$ cat config.mk
export PLATFORM = sky130hd
export DESIGN_NAME = bounded_array_deque
export DESIGN_NICKNAME = d
export VERILOG_FILES = /design/src/hdl/bdq_pkg.sv /design/src/hdl/bdq_ctrl.sv /design/src/hdl/bdq_dpath.sv /design/src/hdl/bounded_array_deque.sv
export SDC_FILE = /design/constraint.sdc
export NUM_CORES = 2
export LEC_CHECK = 0
export BUFFER_PORTS_ARGS = -buffer_cell sky130_fd_sc_hd__buf_2
export CAP_MARGIN = 5
export CORE_ASPECT_RATIO = 0.75
export CORE_UTILIZATION = 50
export DETAILED_ROUTE_END_ITERATION = 10
export GPL_TIMING_DRIVEN = 0
export HOLD_SLACK_MARGIN = 0.15
export PLACE_DENSITY = 0.66
export SLEW_MARGIN = 20
export SYNTH_ARGS = -nofsm -noshare
export SYNTH_HDL_FRONTEND = slang
export SYNTH_SLANG_ARGS = --single-unit
export TNS_END_PERCENT = 1
$ cat constraint.sdc
create_clock -name i_clk -period 6.97 [get_ports i_clk]
set_clock_uncertainty 0.2 [all_clocks]
set_input_delay 2.091 -clock i_clk [delete_from_list [all_inputs] [get_ports i_clk]]
set_output_delay 2.091 -clock i_clk [all_outputs]
set_load 0.02 [all_outputs]
$ cat src/hdl/bdq_pkg.sv
// Shared types and constants for the bounded deque block.
// No dependencies; imported by every module of the block.
package bdq_pkg;

    localparam int WORD_W    = 32;
    localparam int MODE_W    = 2;
    localparam int STATUS_W  = 2;
    localparam int CAP_W     = 7;
    localparam int FILL_W    = 7;
    localparam int DEPTH_DEF = 64;

    localparam logic [CAP_W-1:0] CAP_RESET = CAP_W'(64);

    typedef enum logic [MODE_W-1:0] {
        MODE_PUSH_BACK  = 2'd0,
        MODE_PUSH_FRONT = 2'd1,
        MODE_POP_BACK   = 2'd2,
        MODE_POP_FRONT  = 2'd3
    } t_mode;

    typedef enum logic [STATUS_W-1:0] {
        ST_DONE  = 2'd0,
        ST_FULL  = 2'd1,
        ST_EMPTY = 2'd2
    } t_status;

    // Commands from the controller to the datapath.
    typedef struct packed {
        logic capture;
        logic exec;
        logic load;
    } t_cmd;

    // Status from the datapath to the controller.
    typedef struct packed {
        logic out_free;
    } t_stat;

endpackage

$ cat src/hdl/bdq_ctrl.sv
// Sequencing controller for the bounded deque: accept, execute, load result.
// Depends on bdq_pkg for the command and status structs.
module bdq_ctrl (
    input  logic          i_clk,
    input  logic          i_rst_n,
    input  logic          i_valid,
    output logic          o_ready,
    input  bdq_pkg::t_stat i_stat,
    output bdq_pkg::t_cmd  o_cmd
);
    import bdq_pkg::*;

    typedef enum logic [2:0] {
        S_IDLE = 3'b001,
        S_EXEC = 3'b010,
        S_LOAD = 3'b100
    } t_state;

    t_state r_state;
    t_state n_state;
    logic   accept;

    assign o_ready = (r_state == S_IDLE) && i_stat.out_free;
    assign accept  = o_ready && i_valid;

    always_comb begin
        n_state       = r_state;
        o_cmd.capture = 1'b0;
        o_cmd.exec    = 1'b0;
        o_cmd.load    = 1'b0;
        case (r_state)
            S_IDLE: begin
                if (accept) begin
                    o_cmd.capture = 1'b1;
                    n_state       = S_EXEC;
                end
            end
            S_EXEC: begin
                o_cmd.exec = 1'b1;
                n_state    = S_LOAD;
            end
            S_LOAD: begin
                o_cmd.load = 1'b1;
                n_state    = S_IDLE;
            end
            default: begin
                n_state = S_IDLE;
            end
        endcase
    end

    always_ff @(posedge i_clk) begin
        if (!i_rst_n) begin
            r_state <= S_IDLE;
        end else begin
            r_state <= n_state;
        end
    end

endmodule

$ cat src/hdl/bdq_dpath.sv
// Datapath for the bounded deque: ring buffer memory, pointers, count,
// capacity register and output register. Depends on bdq_pkg.
module bdq_dpath #(
    parameter int DEPTH = bdq_pkg::DEPTH_DEF
) (
    input  logic                               i_clk,
    input  logic                               i_rst_n,
    input  bdq_pkg::t_cmd                      i_cmd,
    output bdq_pkg::t_stat                     o_stat,
    input  logic                               i_cfg_we,
    input  logic [bdq_pkg::CAP_W-1:0]          i_cfg_data,
    input  logic [bdq_pkg::MODE_W-1:0]         i_mode,
    input  logic signed [bdq_pkg::WORD_W-1:0]  i_push_value,
    input  logic                               i_ready,
    output logic                               o_valid,
    output logic signed [bdq_pkg::WORD_W-1:0]  o_pop_value,
    output logic [bdq_pkg::STATUS_W-1:0]       o_status,
    output logic [bdq_pkg::FILL_W-1:0]         o_fill_count
);
    import bdq_pkg::*;

    localparam int AW   = (DEPTH > 1) ? $clog2(DEPTH) : 1;
    localparam int CW   = $clog2(DEPTH + 1);
    localparam int SW   = AW + 1;
    localparam int CMPW = (CW > CAP_W) ? CW : CAP_W;

    logic [WORD_W-1:0] r_mem [DEPTH];

    logic [CAP_W-1:0]  r_cap;
    logic [CW-1:0]     r_count;
    logic [CW-1:0]     n_count;
    logic [AW-1:0]     r_front;
    logic [AW-1:0]     n_front;
    t_mode             r_mode;
    logic [WORD_W-1:0] r_push_value;
    logic [WORD_W-1:0] r_rd_data;
    t_status           r_status;
    t_status           n_status;
    logic              r_pop_ok;
    logic              n_pop_ok;

    logic              r_out_valid;
    logic [WORD_W-1:0] r_out_pop;
    t_status           r_out_status;
    logic [FILL_W-1:0] r_out_fill;

    logic [CMPW-1:0]   eff_cap;
    logic              full;
    logic              empty;
    logic [SW-1:0]     back_sum;
    logic [SW-1:0]     last_sum;
    logic [AW-1:0]     back_addr;
    logic [AW-1:0]     last_addr;
    logic [AW-1:0]     front_dec;
    logic [AW-1:0]     front_inc;
    logic              wr_en;
    logic [AW-1:0]     wr_addr;
    logic [AW-1:0]     rd_addr;

    // Capacity saturates at the built depth.
    assign eff_cap = (CMPW'(r_cap) > CMPW'(DEPTH)) ? CMPW'(DEPTH) : CMPW'(r_cap);
    assign full    = CMPW'(r_count) >= eff_cap;
    assign empty   = (r_count == '0);

    // Ring index arithmetic: sums stay below twice the depth.
    assign back_sum  = {1'b0, r_front} + SW'(r_count);
    assign last_sum  = back_sum - SW'(1);
    assign back_addr = (back_sum >= SW'(DEPTH)) ? AW'(back_sum - SW'(DEPTH)) : AW'(back_sum);
    assign last_addr = (last_sum >= SW'(DEPTH)) ? AW'(last_sum - SW'(DEPTH)) : AW'(last_sum);
    assign front_dec = (r_front == '0) ? AW'(DEPTH - 1) : r_front - AW'(1);
    assign front_inc = (r_front == AW'(DEPTH - 1)) ? '0 : r_front + AW'(1);

    always_comb begin
        n_count  = r_count;
        n_front  = r_front;
        n_status = ST_DONE;
        n_pop_ok = 1'b0;
        wr_en    = 1'b0;
        wr_addr  = back_addr;
        rd_addr  = r_front;
        case (r_mode)
            MODE_PUSH_BACK: begin
                if (full) begin
                    n_status = ST_FULL;
                end else begin
                    wr_en   = 1'b1;
                    n_count = r_count + CW'(1);
                end
            end
            MODE_PUSH_FRONT: begin
                wr_addr = front_dec;
                if (full) begin
                    n_status = ST_FULL;
                end else begin
                    wr_en   = 1'b1;
                    n_front = front_dec;
                    n_count = r_count + CW'(1);
                end
            end
            MODE_POP_BACK: begin
                rd_addr = last_addr;
                if (empty) begin
                    n_status = ST_EMPTY;
                end else begin
                    n_pop_ok = 1'b1;
                    n_count  = r_count - CW'(1);
                end
            end
            MODE_POP_FRONT: begin
                if (empty) begin
                    n_status = ST_EMPTY;
                end else begin
                    n_pop_ok = 1'b1;
                    n_front  = front_inc;
                    n_count  = r_count - CW'(1);
                end
            end
            default: begin
                n_status = ST_DONE;
            end
        endcase
    end

    // Memory with one write port and one registered read port.
    always_ff @(posedge i_clk) begin
        if (i_cmd.exec && wr_en) begin
            r_mem[wr_addr] <= r_push_value;
        end
        if (i_cmd.exec) begin
            r_rd_data <= r_mem[rd_addr];
        end
    end

    always_ff @(posedge i_clk) begin
        if (!i_rst_n) begin
            r_cap       <= CAP_RESET;
            r_count     <= '0;
            r_front     <= '0;
            r_out_valid <= 1'b0;
        end else begin
            if (i_cfg_we) begin
                r_cap <= i_cfg_data;
            end
            if (i_cmd.exec) begin
                r_count <= n_count;
                r_front <= n_front;
            end
            if (i_cmd.load) begin
                r_out_valid <= 1'b1;
            end else if (i_ready) begin
                r_out_valid <= 1'b0;
            end
        end
    end

    always_ff @(posedge i_clk) begin
        if (i_cmd.capture) begin
            r_mode       <= t_mode'(i_mode);
            r_push_value <= i_push_value;
        end
        if (i_cmd.exec) begin
            r_status <= n_status;
            r_pop_ok <= n_pop_ok;
        end
        if (i_cmd.load) begin
            r_out_pop    <= r_pop_ok ? r_rd_data : '0;
            r_out_status <= r_status;
            r_out_fill   <= FILL_W'(r_count);
        end
    end

    assign o_stat.out_free = !r_out_valid || i_ready;
    assign o_valid         = r_out_valid;
    assign o_pop_value     = r_out_pop;
    assign o_status        = r_out_status;
    assign o_fill_count    = r_out_fill;

endmodule

$ cat src/hdl/bounded_array_deque.sv
// Bounded double-ended queue of signed 32-bit words held in a ring buffer.
// Items are taken one at a time: a new item is accepted only back in the idle state,
// after the accept, memory access and result load of the last, and only while the
// output register is free, as set by the controller sequence around the memory ports.
// Reset (synchronous, active low) empties the queue and sets capacity to 64;
// the entry memory is not cleared.
module bounded_array_deque #(
    parameter int DEPTH = bdq_pkg::DEPTH_DEF
) (
    input  logic                               i_clk,
    input  logic                               i_rst_n,
    input  logic                               i_cfg_we,
    input  logic [bdq_pkg::CAP_W-1:0]          i_cfg_data,
    input  logic                               i_valid,
    output logic                               o_ready,
    input  logic [bdq_pkg::MODE_W-1:0]         i_mode,
    input  logic signed [bdq_pkg::WORD_W-1:0]  i_push_value,
    output logic                               o_valid,
    input  logic                               i_ready,
    output logic signed [bdq_pkg::WORD_W-1:0]  o_pop_value,
    output logic [bdq_pkg::STATUS_W-1:0]       o_status,
    output logic [bdq_pkg::FILL_W-1:0]         o_fill_count
);
    import bdq_pkg::*;

    t_cmd  cmd;
    t_stat stat;

    bdq_ctrl u_ctrl (
        .i_clk   (i_clk),
        .i_rst_n (i_rst_n),
        .i_valid (i_valid),
        .o_ready (o_ready),
        .i_stat  (stat),
        .o_cmd   (cmd)
    );

    bdq_dpath #(
        .DEPTH (DEPTH)
    ) u_dpath (
        .i_clk        (i_clk),
        .i_rst_n      (i_rst_n),
        .i_cmd        (cmd),
        .o_stat       (stat),
        .i_cfg_we     (i_cfg_we),
        .i_cfg_data   (i_cfg_data),
        .i_mode       (i_mode),
        .i_push_value (i_push_value),
        .i_ready      (i_ready),
        .o_valid      (o_valid),
        .o_pop_value  (o_pop_value),
        .o_status     (o_status),
        .o_fill_count (o_fill_count)
    );

endmodule

==> impl_metrics.env <==
export IMPL_cts_tree="built"
export IMPL_worstPathArrival_ns=6.98
export IMPL_clk_latency_ns=0.85
export IMPL_dp_hpwl_um=188000
export IMPL_cp_max_fo=10
export IMPL_wl_per_cell_um=30.0
export IMPL_pre_cts_ws_ns=0.351
export IMPL_p_total_mw=28.3
export IMPL_root_buffer="clkbuf_16"
export IMPL_met3_length_um=33700
export IMPL_synth_area_leaders="edfxtp_1 (76%), nand2_1 (6.2%), mux2i_1 (5.0%)"
export IMPL_hold_path_class="flip-flop to flip-flop"
export IMPL_grt_first_pass_wirelength_um=366000
export IMPL_wl_met2_um=110000
export IMPL_finalCritPeriodShare=0.949
export IMPL_coreArea_um2=169000
export IMPL_syn_nets=5855
export IMPL_mostFrequentLayoutCell="edfxtp_1"
export IMPL_report_final_slew_viol_count=0
export IMPL_viasPerCell=6.19
export IMPL_syn2layout_area_growth_pct=16.4
export IMPL_wl_met1_um=106000
export IMPL_cp_required_ns=7.34
export IMPL_yosysSeqAreaShare=0.764
export IMPL_clockBufferDepth=3
export IMPL_synthesis_area_um2=85400
export IMPL_fin_hold_ws_ns=0.227
export IMPL_rsz0062_at_grt="no"
export IMPL_cts_resized=0
export IMPL_drive_above_1_share=0.134
export IMPL_synth_warnings=0
export IMPL_grt_max_degree=32
export IMPL_crit_chain="ha_1, fa_1, inv_1, ha_1, clkbuf_1, nor3b_1, a21oi_2, buf_2, clkbuf_1, nand2_1, a32oi_1, nand3_1, o21ai_1, mux2i_1, mux2i_1"
export IMPL_drt_initial_drc_count=8200
export IMPL_worst_slew_pin_slew_ns=1.23
export IMPL_ir_worst_vdd_uv=246
export IMPL_post_cts_setup_buffers=0
export IMPL_io_buffers=87
export IMPL_final_cell_mix="edfxtp_1 (2158), nand2_1 (1414), nand3_1 (510), mux2i_1 (423), a32oi_1 (314)"
export IMPL_num_rows=130
export IMPL_die_width_um=479
export IMPL_outcome="finished, final reports clean"
export IMPL_crit_path_end_kind="flip-flop"
export IMPL_cp_slowest_stage_delay_ns=0.76
export IMPL_synth_distinct_cells=65
export IMPL_start_kind="flip-flop"
export IMPL_cellPowerDensity_nw_per_um2=284
export IMPL_crit_slowest_cell="o21ai_1"
export IMPL_synth_area_per_cell_um2=14.8
export IMPL_gp_congestion=1.00
export IMPL_fin_ws_ns=0.358
export IMPL_cts_hold_buf=0
export IMPL_synth_edf_count=2158
export IMPL_initial_core_util=0.507
export IMPL_fin_nets=6333
export IMPL_clkSlewWorstSetupHoldPaths_ns=0.06
export IMPL_fp_dieH_um=360
export IMPL_setup_violations=0
export IMPL_dieArea_um2=173000
export IMPL_ys_async_sr_fraction=0
export IMPL_place_inst=8306
export IMPL_pin_count=89
export IMPL_track_usage=0.300
export IMPL_drtPass1Iterations=9
export IMPL_first_global_vias=49800
export IMPL_critical_path_class="flip-flop to flip-flop"
export IMPL_synth_top_area_frac=0.758
export IMPL_p_leak_nw=33.5
export IMPL_synth_seq_cells=2182
export IMPL_grt_antenna_before_repair=16
export IMPL_grt_overflow_total=0
export IMPL_slew_headroom=0.181
export IMPL_synth_top_area_cell="edfxtp_1"
export IMPL_ant_nets=0
export IMPL_maxCapViolCount=0
export IMPL_synth_main_ff_cell="edfxtp_1"
export IMPL_cts_sinks=2182
export IMPL_fin_crit_ns=6.61
export IMPL_hold_viol_final=0
export IMPL_drcViolationCount=0
export IMPL_top_layer="met5"
export IMPL_wl_um=260000
export IMPL_instances_no_fill=8675
export IMPL_num_vias=53700
export IMPL_cts_max_level=4
export IMPL_cts_buffers=200
export IMPL_max_freq_mhz=151
export IMPL_syn_inst=5786
where the power goes:
part,internal (mW),switching (mW),total [mW]
Clock,6.13,4.91,11.0
Sequential,14.5,0.0661,14.6
Combinational,0.711,1.99,2.70
cell type report:
| type | instances | area (um^2) |
|---|---|---|
| fill | 12600 | 69000 |
| sequential | 2182 | 65300 |
| multi-input combinational | 3225 | 18900 |
| clock buffer | 236 | 5170 |
| timing repair buffer | 276 | 4240 |
| tap | 2244 | 2810 |
| buffer | 365 | 1740 |
| clock inverter | 128 | 1300 |
| inverter | 14 | 52.6 |
| antenna | 5 | 12.5 |
Yosys cell counts (13+ instances only):
cell and instances:
edfxtp_1 2158, nand2_1 1414, nand3_1 510, mux2i_1 423, a32oi_1 314, buf_2 163, a21oi_1 147, clkbuf_1 144
nor2_1 90, nand4_1 63, o21ai_1 63, buf_4 39, and2_1 35, dfxtp_1 24, ha_1 21, buf_1 16
inv_1 13
critical path, delay by kind of cell, from the launching register on:
kind / cells / cell delay [ns]
and+or+nand+nor: 3 / 0.56
buffers and inverters: 4 / 1.47
DFF: 1 / 0.40
AOI/OAI and AO/OA: 3 / 1.81
muxes: 2 / 0.62
adders and majority gates: 3 / 1.23
routing by layer:
metal | vias to the layer above | track usage
met5 | - | 0
met4 | 4 | 0.119
met3 | 420 | 0.0850
met2 | 3307 | 0.417
met1 | 27100 | 0.443
li1 | 22900 | -
sequential cells by signal, indices dropped and copies added (netlist names):
name and count:
u_ctrl.r_state 3, u_dpath.o_fill_count 7, u_dpath.o_pop_value 32, u_dpath.o_status 2, u_dpath.o_valid 1, u_dpath.r_cap 7, u_dpath.r_count 7, u_dpath.r_front 6
u_dpath.r_mem 2048, u_dpath.r_mode 2, u_dpath.r_pop_ok 1, u_dpath.r_push_value 32, u_dpath.r_rd_data 32, u_dpath.r_status 2
worst paths after layout:
check                                          from               endpoint  slack, ns  cells past startpoint
worst max-delay path             u_dpath.r_front[0]  u_dpath.r_rd_data[10]       0.36                     15
worst min-delay path            u_dpath.r_status[0]    u_dpath.o_status[0]       0.23                      0
worst max register to register   u_dpath.r_front[0]  u_dpath.r_rd_data[10]       0.36                     15
worst min register to register  u_dpath.r_status[0]    u_dpath.o_status[0]       0.23                      0
cell families after synthesis:
kind of cell / count (synthesis) / share of synthesized area
fa+ha+maj: 23 / 0.00354
flops: 2182 / 0.764
mux: 435 / 0.0525
buf+inv: 379 / 0.0209
simple gates: 2163 / 0.107
compound gates: 585 / 0.0499
xor+xnor: 19 / 0.00228
through the flow:
stage | util | instance area, um^2 | setup TNS [ns]
after floorplan | - | 85400 | 0
after global placement | 0.526 | 88700 | -18.46
after detailed placement | 0.552 | 93000 | 0
after CTS | 0.590 | 99500 | 0
after global routing | 0.590 | 99500 | 0
final | 0.590 | 99500 | 0
(Power assumes the default switching activity.)
